===== src/rtl/bect_pkg.sv =====
// bect_pkg: shared types, codes and constants of the binary edge contour tracer
// no dependencies; imported by every module of the block except bect_ram

package bect_pkg;

    localparam int MAX_WIDTH_DEF  = 512;
    localparam int MAX_HEIGHT_DEF = 512;
    localparam int MAX_POINTS_DEF = 4096;

    localparam int CFG_DW     = 10;
    localparam int COORD_W    = 9;
    localparam int NB_COUNT   = 8;
    localparam int APB_AW     = 3;
    localparam int APB_DW     = 32;

    typedef enum logic [1:0] {
        OP_WRITE   = 2'd0,
        OP_RESTART = 2'd1,
        OP_FETCH   = 2'd2
    } op_t;

    typedef enum logic {
        REG_WIDTH  = 1'b0,
        REG_HEIGHT = 1'b1
    } reg_idx_t;

    typedef enum logic [3:0] {
        ST_CLEAR,
        ST_IDLE,
        ST_SCAN,
        ST_SCAN_EVAL,
        ST_NB,
        ST_NB_EVAL,
        ST_EMIT_PT,
        ST_EMIT_DONE
    } state_t;

    typedef struct packed {
        logic clr_step;
        logic pix_wr;
        logic restart;
        logic buf_rd;
        logic out_load;
        logic out_done;
        logic scan_wrap;
        logic scan_rd;
        logic scan_adv;
        logic trace_start;
        logic nb_skip;
        logic nb_rd;
        logic nb_move;
        logic dead_turn;
    } cmd_t;

    typedef struct packed {
        logic clr_last;
        logic rd_lt_cnt;
        logic scan_y_end;
        logic scan_x_end;
        logic hit;
        logic nb_in;
        logic k_end;
        logic second;
        logic out_free;
    } sts_t;

    // neighbor order: up, down, left, right, up-left, up-right, down-left, down-right
    function automatic logic signed [1:0] nb_dx(input logic [2:0] k);
        logic signed [1:0] d;
        case (k)
            3'd0, 3'd1:       d = 2'sd0;
            3'd2, 3'd4, 3'd6: d = -2'sd1;
            default:          d = 2'sd1;
        endcase
        return d;
    endfunction

    function automatic logic signed [1:0] nb_dy(input logic [2:0] k);
        logic signed [1:0] d;
        case (k)
            3'd0, 3'd4, 3'd5: d = -2'sd1;
            3'd2, 3'd3:       d = 2'sd0;
            default:          d = 2'sd1;
        endcase
        return d;
    endfunction

endpackage


===== src/rtl/bect_ctrl.sv =====
// bect_ctrl: sequencer of the contour tracer (clear, scan, trace, emit)
// depends on bect_pkg; drives the datapath through cmd_t, reads sts_t

module bect_ctrl import bect_pkg::*; (
    input  logic       clk,
    input  logic       rst_n,
    input  logic       in_valid,
    input  logic [1:0] in_op,
    output logic       in_ready,
    input  sts_t       sts,
    output cmd_t       cmd
);

    state_t state_reg, state_next;

    always_ff @(posedge clk or negedge rst_n)
    begin
        if (!rst_n)
        begin
            state_reg <= ST_CLEAR;
        end
        else
        begin
            state_reg <= state_next;
        end
    end

    always_comb
    begin
        state_next = state_reg;
        case (state_reg)
            ST_CLEAR:
            begin
                if (sts.clr_last)
                begin
                    state_next = ST_IDLE;
                end
            end
            ST_IDLE:
            begin
                if (in_valid)
                begin
                    case (in_op)
                        OP_RESTART: state_next = ST_CLEAR;
                        OP_FETCH:   state_next = sts.rd_lt_cnt ? ST_EMIT_PT : ST_SCAN;
                        default:    state_next = ST_IDLE;
                    endcase
                end
            end
            ST_SCAN:
            begin
                if (sts.scan_y_end)
                begin
                    state_next = ST_EMIT_DONE;
                end
                else if (!sts.scan_x_end)
                begin
                    state_next = ST_SCAN_EVAL;
                end
            end
            ST_SCAN_EVAL:
            begin
                state_next = sts.hit ? ST_NB : ST_SCAN;
            end
            ST_NB:
            begin
                if (sts.k_end)
                begin
                    if (sts.second)
                    begin
                        state_next = ST_EMIT_PT;
                    end
                end
                else if (sts.nb_in)
                begin
                    state_next = ST_NB_EVAL;
                end
            end
            ST_NB_EVAL:
            begin
                state_next = ST_NB;
            end
            ST_EMIT_PT, ST_EMIT_DONE:
            begin
                if (sts.out_free)
                begin
                    state_next = ST_IDLE;
                end
            end
            default:
            begin
                state_next = ST_IDLE;
            end
        endcase
    end

    always_comb
    begin
        cmd      = '0;
        in_ready = 1'b0;
        case (state_reg)
            ST_CLEAR:
            begin
                cmd.clr_step = 1'b1;
            end
            ST_IDLE:
            begin
                in_ready = 1'b1;
                if (in_valid)
                begin
                    case (in_op)
                        OP_WRITE:   cmd.pix_wr  = 1'b1;
                        OP_RESTART: cmd.restart = 1'b1;
                        OP_FETCH:   cmd.buf_rd  = sts.rd_lt_cnt;
                        default:    cmd.pix_wr  = 1'b0;
                    endcase
                end
            end
            ST_SCAN:
            begin
                if (!sts.scan_y_end)
                begin
                    cmd.scan_wrap = sts.scan_x_end;
                    cmd.scan_rd   = !sts.scan_x_end;
                end
            end
            ST_SCAN_EVAL:
            begin
                cmd.scan_adv    = 1'b1;
                cmd.trace_start = sts.hit;
            end
            ST_NB:
            begin
                if (sts.k_end)
                begin
                    cmd.buf_rd    = sts.second;
                    cmd.dead_turn = !sts.second;
                end
                else
                begin
                    cmd.nb_rd   = sts.nb_in;
                    cmd.nb_skip = !sts.nb_in;
                end
            end
            ST_NB_EVAL:
            begin
                cmd.nb_move = sts.hit;
                cmd.nb_skip = !sts.hit;
            end
            ST_EMIT_PT:
            begin
                cmd.out_load = sts.out_free;
            end
            ST_EMIT_DONE:
            begin
                cmd.out_done = sts.out_free;
            end
            default:
            begin
                cmd = '0;
            end
        endcase
    end

endmodule


===== config.mk =====
export PLATFORM = sky130hd
export DESIGN_NAME = bect_ctrl
export DESIGN_NICKNAME = d
export VERILOG_FILES = /design/src/rtl/bect_pkg.sv /design/src/rtl/bect_ctrl.sv
export SDC_FILE = /design/constraint.sdc
export NUM_CORES = 1
export LEC_CHECK = 0
export BUFFER_PORTS_ARGS = -buffer_cell sky130_fd_sc_hd__buf_2
export CORE_MARGIN = 2
export CORE_UTILIZATION = 36
export DETAILED_ROUTE_END_ITERATION = 12
export GPL_ROUTABILITY_DRIVEN = 1
export HOLD_SLACK_MARGIN = 0.06
export PLACE_DENSITY = 0.78
export SLEW_MARGIN = 20
export SYNTH_ARGS = -nofsm -noshare
export SYNTH_HDL_FRONTEND = slang
export SYNTH_SLANG_ARGS = --single-unit

===== constraint.sdc =====
create_clock -name clk -period 1.3 [get_ports clk]
set_input_delay 0.065 -clock clk [delete_from_list [all_inputs] [get_ports clk]]
set_output_delay 0.065 -clock clk [all_outputs]
set_load 0.02 [all_outputs]

==> results list, run 1 <==
- Data on the critical path arrives at its endpoint at 1.60 ns.
- In this run the worst setup path begins at state_reg[0]$_DFFE_PN0P_.
- The max-slew violation count was 0.
- Seq/Total Area, Yosys: 16.0%
- The largest single stage delay on the critical path is 0.48 ns.
* Max-slew headroom at the worst pin: 81.5%
- Final net count: 141
- In the global route stage, overall resource usage came out at 29.7%.
- Maximum number of pins on one net before global-route repair: 7
- Reg-to-reg critical path startpoint: state_reg[0]$_DFFE_PN0P_
- Final HPWL from detailed placement: 1.03 mm
* Worst slack at placement: -0.141 ns
- Maximum Capacitance Violations: 0
- STA classifies the critical path endpoint as an output pin.
- Buffers placed on the I/O ports in this run total 28.
- The synthesized design contains 3 register bits.
* Area contributors post-synth: sky130_fd_sc_hd__dfrtp_1, sky130_fd_sc_hd__ha_1, sky130_fd_sc_hd__inv_1
- In this run the core area contains 12 standard-cell rows.
- Compound-Gate Fraction of Synth Area: 20.1%
- Clock buffer depth: 2
* Cell type group with the largest total delay on the critical path: flip-flops
* Critical Path Slowest Stage Cell: sky130_fd_sc_hd__dfrtp_2
- Cell Pwr Density: 2170 nW/um2
- For this block, the via count after detailed routing is 851.
- 29 I/O pins were placed.
- The flow ran to the end, but the final reports show violations.
- Minimum setup slack in the final design: -0.370 ns
- DRC violations left: 0
- Synth warnings: 0
* Netlist area before placement: 468 um2
- Fraction of synthesized cell area in xor and xnor cells: 0%
- Share of synthesized cell area in full adder, half adder and majority cells: 8.02%
- The register with the most flip-flops in the layout has 3 of them.
* Critical path buffers and inverters: 2
* Source-to-sink clock delay at the later pin of the worst-skew pair: 0.26 ns
- The worst setup path is launched from a flip-flop.
- The total overflow left after global routing is 0.
- Fraction of the mapped netlist area in simple logic gates: 39.3%
- Once detail routing completed, the nets flagged for antenna violations numbered 0.
* Placer Congestion: 0.855
* Number of instances in the synthesized netlist: 64
- Critical-path cell list: nor2_1 -> buf_4 -> nand3_1 -> o21ai_1 -> buf_4
- Violations in the final reports: setup timing
- Synth async-reset ratio: 100%
- Violation count after the first detailed-route iteration: 85
- In this run the number of cells on the critical path is 5.
* Setup repair after global routing missed its margin: true
- In the routed layout, each cell is associated on average with a via count of 6.21.
* R2r setup slk: -0.27 ns
- The critical path in this run is classified as flip-flop to output pin.
- Static timing analysis puts the maximum clock frequency at 599 MHz.
- Dominant combinational cell family by area after synthesis: simple AND/OR/NAND/NOR gates
- The endpoint identified for the worst register-to-register timing path is state_reg[0]$_DFFE_PN0P_.
- The first global-routing pass estimated 3.08 mm of wire.
* Post-synthesis average cell area: 7.31 um2
- The number of cells on the worst reg-to-reg path is 6.
- Number of sinks on the clock net: 3
- Routed Wire Length: 3.17 mm
- Dividing the detail-routed wire length by the instance count gives 23.1 um.
* Number of diodes added for antenna fixing: 0
- Final Hold Vio Count: 0
* Chip Height: 40.1 um
- Of the cells placed in the final design, the portion with a size suffix greater than 1 is 73.2%.
* Fraction of synthesized area in multiplexers: 5.35%
- The cell sitting at the root of the clock tree is a sky130_fd_sc_hd__clkbuf_4.
- The most critical setup path has its endpoint at cmd[10].
- Number of antenna violations at the first check in global routing: 0
* Total leakage power: 0.557 nW
- Hold WC Path Type: input port to async pin
- The number of nets handed over by synthesis was 81.
- Largest fanout on the critical path: 6
- The synthesized design spends more area on one cell type than any other, namely sky130_fd_sc_hd__dfrtp_1.
- Data on the critical path is required at its endpoint by 1.24 ns.
- In the synthesized netlist the dominant register cell turns out to be sky130_fd_sc_hd__dfrtp_1.
- From left edge to right edge, the die measures 40.1 um.
- Core box area: 1160 um2
- For this configuration, the core starts out at a cell density of 40.5%.
* Via count of the first global-routing pass: 718
- Final Critical Period: 1.67 ns
* Final cycle utilization of the critical path: 128%
- By instance count, the cell type seen most on the critical path is sky130_fd_sc_hd__buf_4.
- Summed over its instances, the top area cell type makes up 16.0% of the synthesized netlist area.
- IR analysis of the VDD net gives a maximum drop of 1.68 mV.
- Clock-pin slew was measured on the worst setup and hold paths at 0.05 ns.
- The die covers 1600 um2.
- For the pin with the worst max-slew slack, the measured transition is 0.276 ns.
- CTS built an H-tree with a depth of 1.
* Number of enable flip-flop cells after synthesis: 0
* Layout Area Growth over Synthesis: 141%
- Setup violators final: 18
* Setup skew after layout: 0.00382 ns
- Before antenna repair, the detailed router went through 4 iterations.
- Yosys mapped the design onto 30 distinct sky130hd cell types.
* Number of buffers added by the clock tree synthesis step: 3
- TritonCTS built the clock tree.
- Sum of negative setup slack: -3.48 ns
layout make-up:
| class | instances | area, um2 |
|---|---|---|
| multi-input cells | 50 | 504 |
| flip-flops and latches | 3 | 78.8 |
| repair buffers | 59 | 477 |
| inverters | 7 | 26.3 |
| well taps | 14 | 17.5 |
| clock buffers | 4 | 26.3 |
| fillers | 17 | 26.3 |
worst register-to-register path: cells and delay by family (launching register included):
family                 cells  cell delay [ns]
AOI/OAI and AO/OA          2             0.27
buffers and inverters      2             0.33
DFF                        1             0.48
and+or+nand+nor            2             0.34
repair_timing:
item | 4_1_cts | 5_1_grt
cloned | 0 | 0
resized for setup | 42 | 27
setup buffers | 13 | 5
setup endpoints to repair | 17 | 17
hold buffers | 1 | 0
pin swaps | 7 | 6
endpoints found under the hold margin | 3 | 0
kinds of logic (layout without fill, tap and decap cells):
kind of cell             count (synthesis)  after routing
buffers and inverters                   11             70
adder cells (fa/ha/maj)                  3              3
flip-flops                               3              3
multiplexers                             2              2
AO/OA/AOI/OAI                           14             14
AND/OR/NAND/NOR                         31             31
worst min-delay path by stage:
stage | startpoint | end | slack (ns) | cells after the start
after floorplan | rst_n | state_reg[0]$_DFFE_PN0P_ | -0.23 | 0
after global placement | rst_n | state_reg[2]$_DFFE_PN0P_ | -0.14 | 1
after detailed placement | rst_n | state_reg[1]$_DFFE_PN0P_ | -0.14 | 1
after CTS | rst_n | state_reg[1]$_DFFE_PN0P_ | 0.15 | 2
after global routing | rst_n | state_reg[1]$_DFFE_PN0P_ | 0.17 | 2
final | rst_n | state_reg[1]$_DFFE_PN0P_ | 0.17 | 2
power breakdown:
group	total (mW)	internal [mW]	leakage [nW]	switching, mW
registers	0.253	0.146	0.0328	0.107
logic	2.00	1.01	0.509	0.990
clock network	0.201	0.117	0.0150	0.0832
routing by layer:
| layer | global-route usage [%] | vias up | share of wire, % |
|---|---|---|---|
| li1 | - | 346 | - |
| met1 | 29.7 | 383 | 33 |
| met2 | 57.7 | 83 | 46 |
| met3 | 4.44 | 39 | 12 |
| met4 | 15.5 | 0 | 9.3 |
| met5 | 0 | - | 0 |
cells in the mapped netlist (2+ instances only):
library cell / count
sky130_fd_sc_hd__nand4_1: 2
sky130_fd_sc_hd__o21ai_1: 2
sky130_fd_sc_hd__dfrtp_1: 3
sky130_fd_sc_hd__inv_1: 7
sky130_fd_sc_hd__a41oi_1: 2
sky130_fd_sc_hd__a21oi_1: 2
sky130_fd_sc_hd__nor2_1: 7
sky130_fd_sc_hd__buf_2: 3
sky130_fd_sc_hd__nor3_1: 4
sky130_fd_sc_hd__nand2_1: 5
sky130_fd_sc_hd__and3_1: 2
sky130_fd_sc_hd__ha_1: 3
sky130_fd_sc_hd__nor2b_1: 2
sky130_fd_sc_hd__o21ai_0: 3
sky130_fd_sc_hd__and2_1: 2
cells in the final DEF (no fill, tap or decap), types with 3 or more instances in the layout:
master,Yosys,final
sky130_fd_sc_hd__dfrtp_2,0,3
sky130_fd_sc_hd__nor3_4,0,3
sky130_fd_sc_hd__nor2_1,7,4
sky130_fd_sc_hd__buf_4,0,23
sky130_fd_sc_hd__buf_2,3,16
sky130_fd_sc_hd__buf_6,1,19
sky130_fd_sc_hd__ha_1,3,3
sky130_fd_sc_hd__o21ai_1,2,4
sky130_fd_sc_hd__clkbuf_4,0,3
sky130_fd_sc_hd__inv_1,7,7
stage by stage:
stage	std cells	total power [mW]	hold WS (ns)	instance area, um2	util [%]
after detailed placement	114	1.18	-0.138	696	60.2
after floorplan	64	0.835	-0.231	474	-
final	137	2.46	0.167	1130	97.7
after CTS	132	1.81	0.155	960	83.0
after global placement	114	1.16	-0.139	696	60.2
after global routing	137	2.52	0.169	1130	97.7
Note: power is estimated with default switching activity, not from simulation.
==> run 2, diff against run 1 <==
--- a/config.mk
+++ b/config.mk
@@ -10,6 +10,7 @@
 export CORE_UTILIZATION = 36
 export DETAILED_ROUTE_END_ITERATION = 12
 export GPL_ROUTABILITY_DRIVEN = 1
+export GPL_TIMING_DRIVEN = 0
 export HOLD_SLACK_MARGIN = 0.06
 export PLACE_DENSITY = 0.78
 export SLEW_MARGIN = 20
==> constraint.sdc (replaced) <==
create_clock -name clk -period 1.36 [get_ports clk]
set_input_delay 0.068 -clock clk [delete_from_list [all_inputs] [get_ports clk]]
set_output_delay 0.068 -clock clk [all_outputs]
set_load 0.02 [all_outputs]
==> run 2 against run 1 <==
- non-clock buffer count down 22
- clock power fell by 21%
- power down 41%
- the run still ends with setup timing left
- flip-flop and latch count is the same
- hold slack got worse by 0.013 ns
- final area down 29%
- critical endpoint is now state_reg[1]$_DFFE_PN0P_
- highest routed layer unchanged
- sequential power down 12%
==> results list, run 2 (synthesis gave the netlist of run 1 again) <==
- The max-slew violation count is 0 (unchanged).
- Maximum Capacitance Violations: 0 (unchanged)
* R2r setup slk: -0.09 ns (+0.18 ns)
- The clock tree skew after final layout came to 0.000774 ns (-0.00305 ns).
* Count of H-tree levels built during CTS: 1 (unchanged)
* Cell Pwr Density: 1800 nW/um2 (-17%)
- Number of sinks on the clock net: 3 (unchanged)
* Critical path type: flip-flop to flip-flop
- The total half-perimeter wirelength after legalization and detailed placement came to 971 um (-5.9%).
- Clock transition at the register clock pins on the worst setup and hold paths after CTS: 0.04 ns (about the same)
* Count of port buffers added during placement: 28 (unchanged)
* Via density per instance: 5.17 (-17%)
- The static leakage power was 0.412 nW (-26%).
* Filler instances: 97 (+80)
- Minimum setup slack in the final design: -0.0906 ns (+0.279 ns)
- Sum of negative setup slack: -0.306 ns (+3.18 ns)
- Root Buffer: sky130_fd_sc_hd__clkbuf_4
* Remaining global-route overflow: 0 (unchanged)
- Data arrival at the endpoint of the critical path: 1.56 ns (-0.04 ns)
- The total CTS buffers is 3 (unchanged).
- Violation count after the first detailed-route iteration: 8 (-91%)
- The starting utilization of the core area came to 40.5% (unchanged).
- After layout, the minimum clock period comes to 1.45 ns.
* Max reg flops: 3 (unchanged)
- Hold WC Path Type: input port to async pin
- WHS: 0.154 ns (-0.0133 ns)
* Via count of the first global-routing pass: 521 (-27%)
* Final Hold Vio Count: 0 (unchanged)
* Wire length of the first global-routing pass: 2.18 mm (-29%)
* Transition time at the pin with the least slew margin: 0.248 ns (-0.0272 ns)
- The storage element area came to 77.6 um2 (-1.6%).
- Number of diodes added for antenna fixing: 0 (unchanged)
- The via count came to 594 (-30%).
- Relative to the synthesized area, the layout overhead comes to 71.9%.
- Clock buffer depth: 2 (unchanged)
- Result of the run: finished with violations
- Source-to-sink clock delay at the later pin of the worst-skew pair: 0.23 ns (-0.03 ns)
* Critical path data required time: 1.47 ns (+0.23 ns)
* Combined area of the multi-input logic cells: 393 um2 (-22%)
- Destination of the worst register-to-register timing path: state_reg[1]$_DFFE_PN0P_
- Number of antenna violations at the first check in global routing: 0 (unchanged)
- Most common library cell in the layout ignoring fill and taps: sky130_fd_sc_hd__buf_2
- Final cycle utilization of the critical path: 107%
- Routed wire length per instance: 12.3 um (-47%)
* Setup repair after global routing missed its margin: true
- The number of top-level pins was 29 (unchanged).
- Detailed-routing iteration count for the pre-antenna-repair pass: 3 (-1)
- Setup violators final: 9 (-9)
* Total instance count after detailed placement: 106 (-7.0%)
- Chip Height: 40.1 um (unchanged)
- The placeable core region came to 1160 um2 (unchanged).
- Leaving out fill and tap cells, the most frequent cells in the layout are sky130_fd_sc_hd__buf_2, sky130_fd_sc_hd__buf_4, sky130_fd_sc_hd__inv_1, sky130_fd_sc_hd__buf_6, sky130_fd_sc_hd__nor2_1.
- Maximum VDD drop: 0.878 mV (-48%)
- Share of post-route cells with drive strength above 1: 55.4% (-18 points)
- Overall global routing resource usage: 20.2% (-9.5 points)
- Reg-to-reg critical path startpoint: state_reg[2]$_DFFE_PN0P_
- Violations in the final reports: setup timing
* DRC violations left: 0 (unchanged)
* Die W: 40.1 um (unchanged)
* Maximum number of pins on one net before global-route repair: 11 (+4)
* Max-slew headroom at the worst pin: 83.2% (+1.7 points)
- The final layout net count came to 119 (-16%).
- STA classifies the critical path startpoint as a flip-flop.
- The row count came to 12 (unchanged).
- Area of the die: 1600 um2 (unchanged)
- Kind of end point of the critical path: flip-flop
- Path depth of the worst reg2reg path: 4 (-2)
- Number of non-filler instances in the completed layout: 115 (-16%)
- Placer Congestion: 0.896 (+4.9%)
- TritonCTS built the clock tree.
* Post-detailed-route count of antenna-violating nets: 0 (unchanged)
- The total wire length is 1.41 mm (-55%).
* Fmax achieved: 689 MHz
- The largest fanout of any net on the critical path is 6 (unchanged).
## run 2: changes by cell type in the layout (fill, tap and decap cells not counted), sizes merged
cell  delta
buf     -22
## run 2: critical path: stages, from the launching register on
cell and delay (ns):
sky130_fd_sc_hd__dfrtp_2 0.48, sky130_fd_sc_hd__nor4b_4 0.31, sky130_fd_sc_hd__a22oi_2 0.15, sky130_fd_sc_hd__nand3_2 0.10
sky130_fd_sc_hd__mux2_4 0.29
## run 2: timing repair
item / 4_1_cts / 5_1_grt
pin swaps: 6 / 5
resized for setup: 26 / 10
buffers inserted: 2 / 2
hold buffers: 1 / 0
hold endpoints to repair: 3 / 0
endpoints found under the setup margin: 15 / 16
## run 2: final cells by class
type                    count  area share (%)
inverters                   7            3.27
repair buffers             33            27.2
well taps                  14            2.18
flip-flops and latches      3            9.64
plain buffers               4            5.60
multi-input cells          50            48.8
clock buffers               4            3.27
## run 2: power breakdown
part | internal [mW] | total [mW] | switching (mW) | leakage, nW
logic | 0.518 | 1.06 | 0.545 | 0.363
clock network | 0.110 | 0.158 | 0.0478 | 0.0150
registers | 0.137 | 0.223 | 0.0859 | 0.0336
## run 2: per-stage QoR
step           setup slack (ns)  area (um2)  util, %  power, mW
5_1_grt                  -0.145         805     69.6       1.55
3_5_place_dp             -0.104         626     54.1      0.994
2_1_floorplan            0.0119         468        -      0.789
4_1_cts                  -0.102         759     65.7       1.36
3_3_place_gp            -0.0675         626     54.1      0.983
6_report                -0.0906         805     69.6       1.44
## run 2: worst max-delay path by stage
| stage | from | endpoint | slack, ns | depth (start not counted) |
|---|---|---|---|---|
| floorplan | state_reg[2]$_DFFE_PN0P_ | state_reg[1]$_DFFE_PN0P_ | 0.01 | 4 |
| global placement | state_reg[2]$_DFFE_PN0P_ | state_reg[1]$_DFFE_PN0P_ | -0.07 | 4 |
| detailed placement | state_reg[2]$_DFFE_PN0P_ | state_reg[1]$_DFFE_PN0P_ | -0.10 | 4 |
| CTS | state_reg[2]$_DFFE_PN0P_ | state_reg[1]$_DFFE_PN0P_ | -0.10 | 4 |
| global route | state_reg[2]$_DFFE_PN0P_ | state_reg[1]$_DFFE_PN0P_ | -0.14 | 4 |
| finish | state_reg[2]$_DFFE_PN0P_ | state_reg[1]$_DFFE_PN0P_ | -0.09 | 4 |
## run 2: layer usage
layer  global-route usage, %  routed length [um]
met1                    21.9                 571
met2                    39.5                 757
met3                    1.67                  75
met4                    7.76                   8
met5                       0                   0
==> run 3, diff against run 2 <==
--- a/config.mk
+++ b/config.mk
@@ -6,11 +6,11 @@
 export NUM_CORES = 1
 export LEC_CHECK = 0
 export BUFFER_PORTS_ARGS = -buffer_cell sky130_fd_sc_hd__buf_2
+export CAP_MARGIN = 10
 export CORE_MARGIN = 2
 export CORE_UTILIZATION = 36
 export DETAILED_ROUTE_END_ITERATION = 12
 export GPL_ROUTABILITY_DRIVEN = 1
-export GPL_TIMING_DRIVEN = 0
 export HOLD_SLACK_MARGIN = 0.06
 export PLACE_DENSITY = 0.78
 export SLEW_MARGIN = 20
==> run 3 against run 2 <==
- the flow still finishes with violations (setup timing)
- final area is 25% higher
- cell count is 15% higher
- via count is 24% higher
- flip-flop and latch count stayed put
- sequential power is 15% higher
- power is 35% higher
- die area stayed put
- global-route usage is 2.6 points higher
- worst setup slack worse by 0.095 ns
- core utilization is 18 points higher
- combinational power is 44% higher
- critical endpoint unchanged
- largest cell class unchanged
- largest power group unchanged
==> results list, run 3 (synthesis gave the netlist of run 1 again) <==
- Reg-to-reg critical path startpoint: state_reg[0]$_DFFE_PN0P_
- Placer Congestion: 0.822 (-8.3%)
- The total track usage was 22.8% (+2.6 points).
- The buffering stage count on the worst path with inverters included was 1 (+1).
- The final layout net count was 136 (+14%).
* Critical-path cell list: buf_4 -> mux2i_1 -> a22oi_2 -> nand3_2 -> mux2_4
- The die area came to 1600 um2 (unchanged).
- The post-layout minimum cycle time is 1.55 ns (+0.0955 ns).
- Setup repair after global routing missed its margin: true
- The delay of the slowest cell on the worst path is 0.48 ns (about the same).
* Wire length on met2: 1.12 mm (+47%)
- Clock transition at the register clock pins on the worst setup and hold paths after CTS: 0.04 ns (about the same)
- The internal power component came to 1.06 mW (+38%).
- Kind of end point of the critical path: flip-flop
* Share of post-route cells with drive strength above 1: 70.3% (+15 points)
* Fmax achieved: 647 MHz (-6.2%)
* Ports placed on the boundary: 29 (unchanged)
- The routed length on met3 is 116 um (+55%).
- The worst path required time came to 1.47 ns (about the same).
* Cell type group with the largest total delay on the critical path: flip-flops
- Final HPWL from detailed placement: 1.05 mm (+7.7%)
- The library cells used most frequently in the layout, excluding fill and tap cells, are sky130_fd_sc_hd__buf_4, sky130_fd_sc_hd__buf_2, sky130_fd_sc_hd__buf_6, sky130_fd_sc_hd__inv_1, sky130_fd_sc_hd__o21ai_1.
- Minimum setup slack in the final design: -0.186 ns (-0.0955 ns)
* Routed wire length per instance: 15.8 um (+28%)
* Post-detailed-route count of antenna-violating nets: 0 (unchanged)
* Data arrival at the endpoint of the critical path: 1.66 ns (+0.10 ns)
* Maximum number of pins on one net before global-route repair: 10 (-1)
- Clock Power Share: 8.3% (-2.6 points)
- The violation count after the first detailed-routing iteration came to 12 (+4).
- Core box area: 1160 um2 (unchanged)
- Hold WC Path Type: input port to async pin
- Transition time at the pin with the least slew margin: 0.263 ns (+0.0143 ns)
- Max Transition Viols Final: 0 (unchanged)
- Violations in the final reports: setup timing
- Clock buffer depth: 2 (unchanged)
- The initial antenna violation count was 0 (unchanged).
* Switching power as a share of total power: 45.9% (-1.1 points)
* Count of vias placed by the detailed router: 737 (+24%)
- Crit. Startpoint: state_reg[0]$_DFFE_PN0P_
- Highest routed layer: met4
- The count of buffers inserted at the top-level ports was 28 (unchanged).
* Largest fanout on the critical path: 6 (unchanged)
- The power per cell area was 1930 nW/um2 (+7.7%).
- Critical path startpoint category: flip-flop
- Final Hold Vio Count: 0 (unchanged)
- Remaining global-route overflow: 0 (unchanged)
- Source-to-sink clock delay at the later pin of the worst-skew pair: 0.23 ns (about the same)
- Setup skew after layout: 0.00324 ns (+0.00247 ns)
- Via density per instance: 5.58 (+8.1%)
- Max-slew headroom at the worst pin: 82.3% (-0.88 points)
* Routed Wire Length: 2.08 mm (+47%)
* Path depth of the worst reg2reg path: 5 (+1)
- TritonCTS built the clock tree.
* Maximum Capacitance Violations: 0 (unchanged)
- The total CTS buffers was 3 (unchanged).
* Setup violators final: 12 (+3)
- Detailed-routing iteration count for the pre-antenna-repair pass: 4 (+1)
- The post-place setup slack is -0.0972 ns (+0.00672 ns).
- Net switching power of the design: 0.895 mW (+32%)
- Critical Path Slowest Stage Cell: sky130_fd_sc_hd__dfrtp_2
* Most common library cell in the layout ignoring fill and taps: sky130_fd_sc_hd__buf_4
- Result of the run: finished with violations
- WHS: 0.159 ns (+0.00484 ns)
* Max reg flops: 3 (unchanged)
- Wire length of the first global-routing pass: 2.53 mm (+16%)
- The routed metal-1 wirelength is 802 um (+40%).
* Layout Area Growth over Synthesis: 116%
* Die W: 40.1 um (unchanged)
- Total leakage power: 0.514 nW (+25%)
- The via count of the first global-routing pass was 599 (+15%).
- DRC violations left: 0 (unchanged)
- The number of antenna cells inserted was 0 (unchanged).
- The proportion of power drawn by flip-flops and latches is 13.2% (-2.2 points).
- Final cycle utilization of the critical path: 114% (+7.0 points)
- Maximum VDD drop: 1.19 mV (+36%)
- Initial core utilization: 40.5% (unchanged)
- The floorplan die height came to 40.1 um (unchanged).
- In this run the clock root is driven by a sky130_fd_sc_hd__clkbuf_4.
* Critical path type: flip-flop to flip-flop
- Number of core rows: 12 (unchanged)
* Count of H-tree levels built during CTS: 1 (unchanged)
- Number of sinks on the clock net: 3 (unchanged)
- The part of the total power dissipated in combinational logic came to 78.6% (+5.0 points).
- The cell depth of the worst setup path was 5 (+1).
run 3: timing repair:
item                                    in CTS  in global routing
gates resized for setup                     23                 31
setup buffers                                7                  5
hold endpoints to repair                     3                  0
hold buffers                                 1                  0
cloned                                       0                  1
pin swaps                                    3                  7
endpoints found under the setup margin      16                 16
run 3: worst paths after layout:
path / endpoint / slack, ns
worst min register to register: state_reg[2]$_DFFE_PN0P_ / 0.71
min in group clk: state_reg[2]$_DFFE_PN0P_ / 0.25
worst min-delay path: state_reg[1]$_DFFE_PN0P_ / 0.16
max in group asynchronous: state_reg[2]$_DFFE_PN0P_ / 1.08
worst max-delay path: state_reg[1]$_DFFE_PN0P_ / -0.19
worst max register to register: state_reg[1]$_DFFE_PN0P_ / -0.19
run 3: routing by layer:
| layer | vias up | track usage, % |
|---|---|---|
| met5 | - | 0 |
| met4 | 0 | 7.76 |
| met3 | 6 | 3.33 |
| met2 | 36 | 44.4 |
| met1 | 358 | 24.3 |
| li1 | 337 | - |
run 3: worst register-to-register path, cell delays in order (launching register included):
cell and delay, ns:
sky130_fd_sc_hd__dfrtp_2 0.48, sky130_fd_sc_hd__buf_4 0.17, sky130_fd_sc_hd__mux2i_1 0.12, sky130_fd_sc_hd__a22oi_2 0.21, sky130_fd_sc_hd__nand3_2 0.14, sky130_fd_sc_hd__mux2_4 0.31
run 3: stage by stage:
stage          instances  power, mW  TNS (ns)  cell area (um2)  utilization [%]
2_1_floorplan         64      0.789         0              468                -
5_1_grt              132       2.05     -1.78             1010             87.2
3_3_place_gp         114       1.09   -0.0906              689             59.6
3_5_place_dp         114       1.11    -0.124              689             59.6
4_1_cts              126       1.56    -0.845              857             74.1
6_report             132       1.95     -1.19             1010             87.2
run 3: power groups by stage:
stage | clock network [mW] | logic [mW] | registers [mW]
after global routing | 0.175 | 1.62 | 0.258
final | 0.161 | 1.53 | 0.257
after detailed placement | 0 | 0.871 | 0.236
after CTS | 0.159 | 1.17 | 0.237
after global placement | 0 | 0.855 | 0.232
after floorplan | 0 | 0.613 | 0.177
run 3: final cells by class:
| cell class | count | area, um2 |
|---|---|---|
| timing repair buffer | 54 | 405 |
| fill | 60 | 148 |
| clock buffer | 4 | 26.3 |
| inverter | 7 | 26.3 |
| multi-input combinational | 50 | 454 |
| tap | 14 | 17.5 |
| sequential | 3 | 78.8 |
